[src/hdl/tcf_pkg.sv]
package tcf_pkg;

  localparam int unsigned AXIS_W    = 16;
  localparam int unsigned GAIN_W    = 16;
  localparam int unsigned TILT_W    = 24;
  localparam int unsigned ANGLE_W   = 17;
  localparam int unsigned VEC_W     = AXIS_W + 1;
  localparam int unsigned FRAC_W    = 16;
  localparam int unsigned CORD_W    = 36;
  localparam int unsigned Z_W       = 26;
  localparam int unsigned ANG_W     = 18;
  localparam int unsigned GPROD_W   = 33;
  localparam int unsigned GTERM_W   = 25;
  localparam int unsigned SUM_W     = 26;
  localparam int unsigned PROD_W    = 43;
  localparam int unsigned FILT_SH   = 16;
  localparam int unsigned RAW_W     = PROD_W - FILT_SH;
  localparam int unsigned TAB_IDX_W = 5;
  localparam int unsigned ADDR_W    = 4;
  localparam int unsigned DATA_W    = 32;

  localparam logic signed [ANG_W-1:0]  HALF_TURN   = 18'sd46080;
  localparam logic signed [Z_W-1:0]    ROUND_HALF  = 26'sd128;
  localparam logic signed [RAW_W-1:0]  TILT_MAX    = 27'sd8388607;
  localparam logic signed [RAW_W-1:0]  TILT_MIN    = -27'sd8388608;

  localparam logic [GAIN_W-1:0] INPUT_GAIN_RST = 16'd1598;
  localparam logic [GAIN_W-1:0] KEEP_GAIN_RST  = 16'd63938;
  localparam logic [GAIN_W-1:0] GYRO_GAIN_RST  = 16'd733;

  typedef enum logic [1:0] {
    REG_INPUT_GAIN = 2'd0,
    REG_KEEP_GAIN  = 2'd1,
    REG_GYRO_GAIN  = 2'd2
  } reg_idx_t;

  typedef enum logic [1:0] {
    BASE_NONE,
    BASE_POS,
    BASE_NEG
  } base_t;

  typedef enum logic [2:0] {
    BK_IDLE,
    BK_ROT,
    BK_ANGLE,
    BK_SUM,
    BK_MUL,
    BK_EMIT
  } back_state_t;

  typedef struct packed {
    logic                     zero;
    base_t                    base;
    logic signed [VEC_W-1:0]  x;
    logic signed [VEC_W-1:0]  y;
    logic signed [AXIS_W-1:0] gz;
  } item_t;

  typedef struct packed {
    logic full;
    logic empty;
  } q_stat_t;

  // atan(2^-i) in degrees, scaled by 65536
  function automatic logic signed [Z_W-1:0] atan_entry(input logic [TAB_IDX_W-1:0] idx);
    logic signed [Z_W-1:0] v;
    case (idx)
      5'd0:    v = 26'sd2949120;
      5'd1:    v = 26'sd1740967;
      5'd2:    v = 26'sd919879;
      5'd3:    v = 26'sd466945;
      5'd4:    v = 26'sd234379;
      5'd5:    v = 26'sd117304;
      5'd6:    v = 26'sd58666;
      5'd7:    v = 26'sd29335;
      5'd8:    v = 26'sd14668;
      5'd9:    v = 26'sd7334;
      5'd10:   v = 26'sd3667;
      5'd11:   v = 26'sd1833;
      5'd12:   v = 26'sd917;
      5'd13:   v = 26'sd458;
      5'd14:   v = 26'sd229;
      5'd15:   v = 26'sd115;
      5'd16:   v = 26'sd57;
      5'd17:   v = 26'sd29;
      5'd18:   v = 26'sd14;
      5'd19:   v = 26'sd7;
      5'd20:   v = 26'sd4;
      5'd21:   v = 26'sd2;
      5'd22:   v = 26'sd1;
      default: v = '0;
    endcase
    return v;
  endfunction

endpackage

[src/hdl/tcf_front.sv]
module tcf_front (
  input  logic                              in_valid,
  output logic                              in_ready,
  input  logic signed [tcf_pkg::AXIS_W-1:0] in_accel_x,
  input  logic signed [tcf_pkg::AXIS_W-1:0] in_accel_y,
  input  logic signed [tcf_pkg::AXIS_W-1:0] in_gyro_z,
  input  tcf_pkg::q_stat_t                  q_stat,
  output logic                              q_push,
  output tcf_pkg::item_t                    q_item
);
  import tcf_pkg::*;

  logic signed [VEC_W-1:0] ax_ext;
  logic signed [VEC_W-1:0] ay_ext;
  logic                    x_neg;

  assign ax_ext = VEC_W'(in_accel_x);
  assign ay_ext = VEC_W'(in_accel_y);
  assign x_neg  = in_accel_x[AXIS_W-1];

  assign in_ready = !q_stat.full;
  assign q_push   = in_valid && !q_stat.full;

  // fold the left half-plane onto the right and note the base angle
  always_comb begin
    q_item.zero = (in_accel_x == '0) && (in_accel_y == '0);
    q_item.gz   = in_gyro_z;
    if (x_neg) begin
      q_item.x    = -ax_ext;
      q_item.y    = -ay_ext;
      q_item.base = in_accel_y[AXIS_W-1] ? BASE_NEG : BASE_POS;
    end else begin
      q_item.x    = ax_ext;
      q_item.y    = ay_ext;
      q_item.base = BASE_NONE;
    end
  end

endmodule

[src/hdl/tcf_queue.sv]
module tcf_queue (
  input  logic             clk,
  input  logic             rst_n,
  input  logic             push,
  input  tcf_pkg::item_t   push_item,
  input  logic             pop,
  output tcf_pkg::item_t   pop_item,
  output tcf_pkg::q_stat_t stat
);
  import tcf_pkg::*;

  localparam int unsigned DEPTH = 2;

  item_t      mem_r [DEPTH];
  logic       wr_ptr_r;
  logic       wr_ptr_nxt;
  logic       rd_ptr_r;
  logic       rd_ptr_nxt;
  logic [1:0] count_r;
  logic [1:0] count_nxt;

  assign stat.full  = (count_r == 2'(DEPTH));
  assign stat.empty = (count_r == 2'd0);
  assign pop_item   = mem_r[rd_ptr_r];

  always_comb begin
    wr_ptr_nxt = push ? !wr_ptr_r : wr_ptr_r;
    rd_ptr_nxt = pop ? !rd_ptr_r : rd_ptr_r;
    count_nxt  = count_r + 2'(push) - 2'(pop);
  end

  always_ff @(posedge clk) begin
    if (!rst_n) begin
      wr_ptr_r <= 1'b0;
      rd_ptr_r <= 1'b0;
      count_r  <= 2'd0;
    end else begin
      wr_ptr_r <= wr_ptr_nxt;
      rd_ptr_r <= rd_ptr_nxt;
      count_r  <= count_nxt;
    end
  end

  always_ff @(posedge clk) begin
    if (push) begin
      mem_r[wr_ptr_r] <= push_item;
    end
  end

endmodule

[src/hdl/tcf_back.sv]
module tcf_back #(
  parameter int unsigned CORDIC_STEPS = 16
) (
  input  logic                               clk,
  input  logic                               rst_n,
  input  tcf_pkg::q_stat_t                   q_stat,
  output logic                               q_pop,
  input  tcf_pkg::item_t                     q_item,
  input  logic [tcf_pkg::GAIN_W-1:0]         input_gain,
  input  logic [tcf_pkg::GAIN_W-1:0]         keep_gain,
  input  logic [tcf_pkg::GAIN_W-1:0]         gyro_gain,
  output logic                               out_valid,
  input  logic                               out_ready,
  output logic signed [tcf_pkg::TILT_W-1:0]  out_tilt_angle,
  output logic signed [tcf_pkg::ANGLE_W-1:0] out_accel_angle
);
  import tcf_pkg::*;

  localparam int unsigned STEP_W = (CORDIC_STEPS > 1) ? $clog2(CORDIC_STEPS) : 1;
  localparam logic [STEP_W-1:0] LAST_STEP = STEP_W'(CORDIC_STEPS - 1);

  back_state_t               state_r;
  back_state_t               state_nxt;
  logic [STEP_W-1:0]         step_r;
  logic [STEP_W-1:0]         step_nxt;
  logic signed [CORD_W-1:0]  x_r;
  logic signed [CORD_W-1:0]  x_nxt;
  logic signed [CORD_W-1:0]  y_r;
  logic signed [CORD_W-1:0]  y_nxt;
  logic signed [Z_W-1:0]     z_r;
  logic signed [Z_W-1:0]     z_nxt;
  base_t                     base_r;
  base_t                     base_nxt;
  logic                      zero_r;
  logic                      zero_nxt;
  logic signed [GPROD_W-1:0] gprod_r;
  logic signed [GPROD_W-1:0] gprod_nxt;
  logic signed [ANGLE_W-1:0] ang_r;
  logic signed [ANGLE_W-1:0] ang_nxt;
  logic signed [GTERM_W-1:0] gterm_r;
  logic signed [GTERM_W-1:0] gterm_nxt;
  logic signed [SUM_W-1:0]   sum_r;
  logic signed [SUM_W-1:0]   sum_nxt;
  logic signed [PROD_W-1:0]  p_in_r;
  logic signed [PROD_W-1:0]  p_in_nxt;
  logic signed [PROD_W-1:0]  p_keep_r;
  logic signed [PROD_W-1:0]  p_keep_nxt;
  logic signed [TILT_W-1:0]  filt_r;
  logic signed [TILT_W-1:0]  filt_nxt;
  logic                      out_valid_r;
  logic                      out_valid_nxt;
  logic signed [TILT_W-1:0]  out_tilt_r;
  logic signed [TILT_W-1:0]  out_tilt_nxt;
  logic signed [ANGLE_W-1:0] out_acc_r;
  logic signed [ANGLE_W-1:0] out_acc_nxt;

  logic signed [CORD_W-1:0]  dx;
  logic signed [CORD_W-1:0]  dy;
  logic signed [Z_W-1:0]     tab;
  logic signed [Z_W-1:0]     z_rnd;
  logic signed [ANG_W-1:0]   base_val;
  logic signed [ANG_W-1:0]   ang_full;
  logic signed [GPROD_W-1:0] gprod_full;
  logic signed [GPROD_W-1:0] gneg;
  logic signed [PROD_W-1:0]  p_sum;
  logic signed [RAW_W-1:0]   filt_raw;
  logic                      slot_free;

  assign dx    = x_r >>> step_r;
  assign dy    = y_r >>> step_r;
  assign tab   = atan_entry(TAB_IDX_W'(step_r));
  assign z_rnd = (z_r + ROUND_HALF) >>> 8;

  always_comb begin
    case (base_r)
      BASE_POS: base_val = HALF_TURN;
      BASE_NEG: base_val = -HALF_TURN;
      default:  base_val = '0;
    endcase
  end

  assign ang_full   = base_val + ANG_W'(z_rnd);
  assign gprod_full = q_item.gz * $signed({1'b0, gyro_gain});
  assign gneg       = -gprod_r;
  assign p_sum      = p_in_r + p_keep_r;
  assign filt_raw   = RAW_W'(p_sum >>> FILT_SH);
  assign slot_free  = !out_valid_r || out_ready;

  always_comb begin
    state_nxt     = state_r;
    step_nxt      = step_r;
    x_nxt         = x_r;
    y_nxt         = y_r;
    z_nxt         = z_r;
    base_nxt      = base_r;
    zero_nxt      = zero_r;
    gprod_nxt     = gprod_r;
    ang_nxt       = ang_r;
    gterm_nxt     = gterm_r;
    sum_nxt       = sum_r;
    p_in_nxt      = p_in_r;
    p_keep_nxt    = p_keep_r;
    filt_nxt      = filt_r;
    out_valid_nxt = out_valid_r && !out_ready;
    out_tilt_nxt  = out_tilt_r;
    out_acc_nxt   = out_acc_r;
    q_pop         = 1'b0;

    case (state_r)
      BK_IDLE: begin
        if (!q_stat.empty) begin
          q_pop     = 1'b1;
          x_nxt     = CORD_W'($signed({q_item.x, FRAC_W'(0)}));
          y_nxt     = CORD_W'($signed({q_item.y, FRAC_W'(0)}));
          z_nxt     = '0;
          base_nxt  = q_item.base;
          zero_nxt  = q_item.zero;
          gprod_nxt = gprod_full;
          step_nxt  = '0;
          state_nxt = BK_ROT;
        end
      end
      BK_ROT: begin
        // rotate towards the x axis, one micro-rotation per cycle
        if (!y_r[CORD_W-1]) begin
          x_nxt = x_r + dy;
          y_nxt = y_r - dx;
          z_nxt = z_r + tab;
        end else begin
          x_nxt = x_r - dy;
          y_nxt = y_r + dx;
          z_nxt = z_r - tab;
        end
        if (step_r == LAST_STEP) begin
          state_nxt = BK_ANGLE;
        end else begin
          step_nxt = step_r + STEP_W'(1);
        end
      end
      BK_ANGLE: begin
        if (zero_r) begin
          ang_nxt = '0;
        end else if (ang_full > HALF_TURN) begin
          ang_nxt = ANGLE_W'(HALF_TURN);
        end else if (ang_full < -HALF_TURN) begin
          ang_nxt = ANGLE_W'(-HALF_TURN);
        end else begin
          ang_nxt = ANGLE_W'(ang_full);
        end
        gterm_nxt = GTERM_W'(gneg >>> 8);
        state_nxt = BK_SUM;
      end
      BK_SUM: begin
        sum_nxt   = SUM_W'(ang_r) + SUM_W'(gterm_r);
        state_nxt = BK_MUL;
      end
      BK_MUL: begin
        p_in_nxt   = sum_r * $signed({1'b0, input_gain});
        p_keep_nxt = filt_r * $signed({1'b0, keep_gain});
        state_nxt  = BK_EMIT;
      end
      BK_EMIT: begin
        // hold until the output register can take the result
        if (slot_free) begin
          if (filt_raw > TILT_MAX) begin
            filt_nxt = TILT_W'(TILT_MAX);
          end else if (filt_raw < TILT_MIN) begin
            filt_nxt = TILT_W'(TILT_MIN);
          end else begin
            filt_nxt = TILT_W'(filt_raw);
          end
          out_tilt_nxt  = filt_nxt;
          out_acc_nxt   = ang_r;
          out_valid_nxt = 1'b1;
          state_nxt     = BK_IDLE;
        end
      end
      default: begin
        state_nxt = BK_IDLE;
      end
    endcase
  end

  always_ff @(posedge clk) begin
    if (!rst_n) begin
      state_r     <= BK_IDLE;
      step_r      <= '0;
      filt_r      <= '0;
      out_valid_r <= 1'b0;
    end else begin
      state_r     <= state_nxt;
      step_r      <= step_nxt;
      filt_r      <= filt_nxt;
      out_valid_r <= out_valid_nxt;
    end
  end

  always_ff @(posedge clk) begin
    x_r        <= x_nxt;
    y_r        <= y_nxt;
    z_r        <= z_nxt;
    base_r     <= base_nxt;
    zero_r     <= zero_nxt;
    gprod_r    <= gprod_nxt;
    ang_r      <= ang_nxt;
    gterm_r    <= gterm_nxt;
    sum_r      <= sum_nxt;
    p_in_r     <= p_in_nxt;
    p_keep_r   <= p_keep_nxt;
    out_tilt_r <= out_tilt_nxt;
    out_acc_r  <= out_acc_nxt;
  end

  assign out_valid       = out_valid_r;
  assign out_tilt_angle  = out_tilt_r;
  assign out_accel_angle = out_acc_r;

endmodule

[src/hdl/tilt_complementary_filter_top.sv]
// Tilt estimator. Each input request carries accel x, accel y and gyro z; each
// yields one result: the accelerometer angle atan2(y, x) and the new low-pass
// filtered tilt, both in 1/256 degree. The angle comes from an iterative
// vectoring CORDIC that does one micro-rotation per cycle. The back end loads
// a sample, rotates it through CORDIC_STEPS micro-rotations, then does angle
// rounding, gyro sum, the two gain multiplies and the saturating update of
// the filter state once the output register is free. A two-entry queue in
// front of the CORDIC takes samples while an earlier one is still being worked
// on; the finished result sits in an output register. Gains (input_gain at
// 0x0, keep_gain at 0x4, gyro_gain at 0x8, low 16 bits) come over the APB port;
// the user must write them only while no sample is in flight (unenforced).
module tilt_complementary_filter_top #(
  parameter int unsigned CORDIC_STEPS = 16
) (
  input  logic                               clk,
  input  logic                               rst_n,
  input  logic                               in_valid,
  output logic                               in_ready,
  input  logic signed [tcf_pkg::AXIS_W-1:0]  in_accel_x,
  input  logic signed [tcf_pkg::AXIS_W-1:0]  in_accel_y,
  input  logic signed [tcf_pkg::AXIS_W-1:0]  in_gyro_z,
  output logic                               out_valid,
  input  logic                               out_ready,
  output logic signed [tcf_pkg::TILT_W-1:0]  out_tilt_angle,
  output logic signed [tcf_pkg::ANGLE_W-1:0] out_accel_angle,
  input  logic                               psel,
  input  logic                               penable,
  input  logic                               pwrite,
  input  logic [tcf_pkg::ADDR_W-1:0]         paddr,
  input  logic [tcf_pkg::DATA_W-1:0]         pwdata,
  output logic [tcf_pkg::DATA_W-1:0]         prdata,
  output logic                               pready
);
  import tcf_pkg::*;

  logic [GAIN_W-1:0] input_gain_r;
  logic [GAIN_W-1:0] input_gain_nxt;
  logic [GAIN_W-1:0] keep_gain_r;
  logic [GAIN_W-1:0] keep_gain_nxt;
  logic [GAIN_W-1:0] gyro_gain_r;
  logic [GAIN_W-1:0] gyro_gain_nxt;
  logic              wr_en;
  reg_idx_t          reg_idx;
  q_stat_t           q_stat;
  logic              q_push;
  logic              q_pop;
  item_t             push_item;
  item_t             pop_item;

  assign pready  = 1'b1;
  assign wr_en   = psel && penable && pwrite;
  assign reg_idx = reg_idx_t'(paddr[ADDR_W-1:2]);

  always_comb begin
    input_gain_nxt = input_gain_r;
    keep_gain_nxt  = keep_gain_r;
    gyro_gain_nxt  = gyro_gain_r;
    prdata         = '0;
    case (reg_idx)
      REG_INPUT_GAIN: begin
        prdata = DATA_W'(input_gain_r);
        if (wr_en) begin
          input_gain_nxt = pwdata[GAIN_W-1:0];
        end
      end
      REG_KEEP_GAIN: begin
        prdata = DATA_W'(keep_gain_r);
        if (wr_en) begin
          keep_gain_nxt = pwdata[GAIN_W-1:0];
        end
      end
      REG_GYRO_GAIN: begin
        prdata = DATA_W'(gyro_gain_r);
        if (wr_en) begin
          gyro_gain_nxt = pwdata[GAIN_W-1:0];
        end
      end
      default: begin
        prdata = '0;
      end
    endcase
  end

  always_ff @(posedge clk) begin
    if (!rst_n) begin
      input_gain_r <= INPUT_GAIN_RST;
      keep_gain_r  <= KEEP_GAIN_RST;
      gyro_gain_r  <= GYRO_GAIN_RST;
    end else begin
      input_gain_r <= input_gain_nxt;
      keep_gain_r  <= keep_gain_nxt;
      gyro_gain_r  <= gyro_gain_nxt;
    end
  end

  tcf_front u_front (
    .in_valid   (in_valid),
    .in_ready   (in_ready),
    .in_accel_x (in_accel_x),
    .in_accel_y (in_accel_y),
    .in_gyro_z  (in_gyro_z),
    .q_stat     (q_stat),
    .q_push     (q_push),
    .q_item     (push_item)
  );

  tcf_queue u_queue (
    .clk       (clk),
    .rst_n     (rst_n),
    .push      (q_push),
    .push_item (push_item),
    .pop       (q_pop),
    .pop_item  (pop_item),
    .stat      (q_stat)
  );

  tcf_back #(
    .CORDIC_STEPS (CORDIC_STEPS)
  ) u_back (
    .clk             (clk),
    .rst_n           (rst_n),
    .q_stat          (q_stat),
    .q_pop           (q_pop),
    .q_item          (pop_item),
    .input_gain      (input_gain_r),
    .keep_gain       (keep_gain_r),
    .gyro_gain       (gyro_gain_r),
    .out_valid       (out_valid),
    .out_ready       (out_ready),
    .out_tilt_angle  (out_tilt_angle),
    .out_accel_angle (out_accel_angle)
  );

`ifndef SYNTH
  a_pop_nonempty: assert property (@(posedge clk) disable iff (!rst_n)
    q_pop |-> !q_stat.empty)
    else $error("pop from empty queue");

  a_angle_range: assert property (@(posedge clk) disable iff (!rst_n)
    out_valid |-> (out_accel_angle <= 17'sd46080 && out_accel_angle >= -17'sd46080))
    else $error("accel angle beyond half turn");

  a_reset_quiet: assert property (@(posedge clk)
    !rst_n |=> !out_valid)
    else $error("result offered straight after reset");
`endif

endmodule

[config.mk]
export PLATFORM = sky130hd
export DESIGN_NAME = tilt_complementary_filter_top
export DESIGN_NICKNAME = d
export VERILOG_FILES = /design/src/hdl/tcf_pkg.sv /design/src/hdl/tcf_front.sv /design/src/hdl/tcf_queue.sv /design/src/hdl/tcf_back.sv /design/src/hdl/tilt_complementary_filter_top.sv
export SDC_FILE = /design/constraint.sdc
export NUM_CORES = 2
export LEC_CHECK = 0
export BUFFER_PORTS_ARGS = -buffer_cell sky130_fd_sc_hd__buf_2
export CORE_MARGIN = 10
export CORE_UTILIZATION = 40
export CTS_CLUSTER_SIZE = 20
export DETAILED_ROUTE_END_ITERATION = 10
export PLACE_DENSITY_LB_ADDON = 0.05
export SLEW_MARGIN = 15
export SYNTH_ARGS = -nofsm -noshare
export SYNTH_HDL_FRONTEND = slang
export SYNTH_SLANG_ARGS = --single-unit
[constraint.sdc]
create_clock -name clk -period 8.1 [get_ports clk]
set_input_delay 1.215 -clock clk [delete_from_list [all_inputs] [get_ports clk]]
set_output_delay 1.215 -clock clk [all_outputs]
set_load 0.01 [all_outputs]
==> out/metrics.csv <==
stage,metric,value,unit
critical_path,cp.arrival,7720,ps
yosys,yosysWarnings,0,
clocking,cts-buffers-inserted,72,
critical_path,cp-start-kind,flip-flop,
cells_and_area,areaGrowthSynthToFinish,8.09,%
yosys,synth.area.top_cells,"fa_1 27%, edfxtp_1 18%, ha_1 8.9%",
critical_path,r2r_start,u_back.sum_r[5],
timing,worstMarginPinSlew,1140,ps
yosys,synth_edf_count,433,
placement,io_buffers,131,
timing,min_period,7300,ps
yosys,synth_top_area_cell,fa_1,
clocking,cts_tree,done,
critical_path,endpoint_kind,flip-flop,
clocking,clockBufferDepth,3,
critical_path,crit_fanout,16,
floorplan,dieWidth,444,µm
yosys,ys_ff_latch,540,
worst_hold_path,hold_path_class,reg -> reg,
timing,finClkSkew,65.4,ps
placement,place_congestion,0.828,
clocking,cts_setup_buffers,0,
critical_path,startpoint,u_back.sum_r[5],
floorplan,start_util,0.403,
critical_path,critPathMaxStageDelay,690,ps
floorplan,ios,167,
critical_path,rrSetupSlack,800,ps
critical_path,crit_family,adder cells,
yosys,synth_ff_type,edfxtp_1,
timing,slew_viol_final,0,
timing,rsz0062_at_grt,false,
timing,fin_setup_tns,0,ps
critical_path,required,8520,ps
timing,max_slew_margin,0.243,
global_route,grt_pass1_wl,314000,µm
clocking,clk_latency,700,ps
clocking,cts.htree.levels,3,
critical_path,cpMostUsedCell,fa_1,
global_route,grt_pass1_vias,55102,
placement,hpwlAfterDp,160000,µm
floorplan,die_y,444,µm
critical_path,worstSetupPathType,reg -> reg,
clocking,clk_pin_slew,60,ps
global_route,grt_overflow_total,0,
critical_path,critPathCapture,u_back.p_in_r[41],
global_route,grt_max_degree,65,
cells_and_area,finalNetCount,9208,
run,max_cap_violations,0,
routing,via_per_inst,5.19,
routing,drc,0,
critical_path,reg2reg_to,u_back.p_in_r[41],
yosys,synth_cells,7612,
critical_path,path_depth,22,
critical_path,critPathSlowestCell,edfxtp_1,
timing,final-hold-violation-count,0,
floorplan,row_count,155,
critical_path,timing.critical_path.buf_inv,4,
critical_path,r2r_cells,22,
cells_and_area,drive_above_1_share,0.0702,
routing,wirelength,196000,µm
routing,detail-route-antenna-nets,0,
yosys,yosys.area.top_type_share,0.273,
clocking,cts_root_buf,clkbuf_16,
cells_and_area,final_cell_mix,"1288 x inv_1, 1017 x nand2_1, 981 x fa_1",
yosys,yosysUniqueCellTypes,100,
clocking,cts_hold_buf,0,
run_status,run_status,"complete, no violations",
yosys,postSynth.asyncResetShare,0,
routing,via_count,52142,
floorplan,dieArea,197000,µm²
clocking,cts-resized-gates,0,
global_route,grt.total_usage,0.199,
timing,fin_crit_sh,0.901,
cells_and_area,final_common_cell,inv_1,
yosys,ys_seq_area_frac,0.210,
cells_and_area,nFillCells,17636,
timing,fmax,0.137,GHz
floorplan,core-area,179000,µm²
routing,dr.pass1.iters,6,
yosys,synth_area,72000,µm²
yosys,avgSynthCellArea,9.46,µm²
clocking,cts_sinks,540,
routing,drtIter0Drc,2425,
timing,setup_viol,0,
routing,wl_per_cell,19.5,µm
critical_path,path_cells,"and2_1, fa_1, inv_1, fa_1, inv_1, fa_1, fa_1, fa_1, inv_1, fa_1, inv_1, ha_1, a21o_1, a211o_1, or3_1, a21oi_1, nor4bb_1, o21ai_0, a31oi_1, or2_2, a31oi_1, xnor2_1",
global_route,antenna_found_initial,10,
-- synth_stat cells, types with 17 or more instances --
library cell,instances
buf_4,26
a21o_1,111
nor2_1,311
nor2b_1,100
mux4_1,24
a21boi_0,36
or2_2,23
inv_1,1288
mux4_2,54
nor4_1,17
buf_1,18
clkbuf_1,259
nand4_1,22
nand3_1,94
o21ai_0,246
o21a_1,54
a31oi_1,58
mux2i_1,94
mux2_2,40
xor2_1,125
nand2_1,1019
o31ai_1,18
o21bai_1,27
a211oi_1,46
a21oi_1,293
fa_1,981
xnor2_1,261
o211ai_1,18
or3_1,27
and2_1,417
buf_2,19
edfxtp_1,433
a211o_1,17
nand2b_1,51
nor3_1,76
and3_1,49
ha_1,513
dfxtp_1,107
-- sequential cells by signal, indices dropped and copies added, names as in the netlist, 4 cells and up, named ones only --
| signal | count |
|---|---|
| u_queue.mem_r | 106 |
| u_back.p_in_r | 43 |
| u_back.p_keep_r | 41 |
| u_back.x_r | 36 |
| u_back.y_r | 36 |
| u_back.gprod_r | 33 |
| u_back.sum_r | 26 |
| u_back.z_r | 26 |
| u_back.gterm_r | 25 |
| u_back.filt_r | 24 |
| u_back.out_tilt_angle | 24 |
| u_back.tab | 22 |
| u_back.ang_r | 17 |
| u_back.out_accel_angle | 17 |
| gyro_gain_r | 16 |
| input_gain_r | 16 |
| keep_gain_r | 16 |
| u_back.step_r | 4 |
-- worst min-delay path: stages, from the launching register on --
cell	delay, ps
dfxtp_1	310
nand2_1	50
a21boi_0	70
-- worst min path at each step --
stage,slack [ps],cells after the start,from,endpoint
floorplan,430,0,u_back.ang_r[0],u_back.out_accel_angle[0]
finish,470,2,input_gain_r[13],input_gain_r[13]
CTS,480,2,input_gain_r[13],input_gain_r[13]
detailed placement,470,2,input_gain_r[13],input_gain_r[13]
global placement,470,2,input_gain_r[13],input_gain_r[13]
global route,510,2,input_gain_r[13],input_gain_r[13]
-- metal layers --
metal,global-route usage,routed length (µm)
met1,0.254,84900
met2,0.360,100000
met3,0.0198,5470
met4,0.0515,5190
met5,0,53
-- layout make-up --
| class | instances | area, µm² | area share |
|---|---|---|---|
| sequential | 540 | 15200 | 0.195 |
| timing repair buffer | 256 | 1670 | 0.0215 |
| antenna | 9 | 22.5 | 0.000289 |
| clock inverter | 41 | 536 | 0.00688 |
| multi-input combinational | 5461 | 50600 | 0.650 |
| tap | 2355 | 2950 | 0.0379 |
| inverter | 1292 | 4850 | 0.0623 |
| clock buffer | 92 | 2010 | 0.0259 |
-- cells by family after synthesis --
logic type	after synthesis	synth area share
multiplexers	217	0.0462
XOR/XNOR	387	0.0473
AND/OR/NAND/NOR	2272	0.151
adder cells (fa/ha/maj)	1494	0.362
other	2	0.000104
flip-flops	540	0.210
AO/OA/AOI/OAI	1072	0.0948
buffers and inverters	1628	0.0883
-- metrics by stage --
step	setup slack [ps]	instance area, µm²	hold WS [ps]	instances	util
3_3_place_gp	678	75200	466	9904	0.421
3_5_place_dp	596	75200	471	9904	0.421
2_1_floorplan	862	72000	431	7629	-
4_1_cts	593	77800	479	10037	0.435
6_report	799	77800	474	10046	0.436
5_1_grt	291	77800	508	10041	0.436
Power is not shown: default switching activity piles up to over one toggle a cycle in this logic, so the estimate is an artifact.
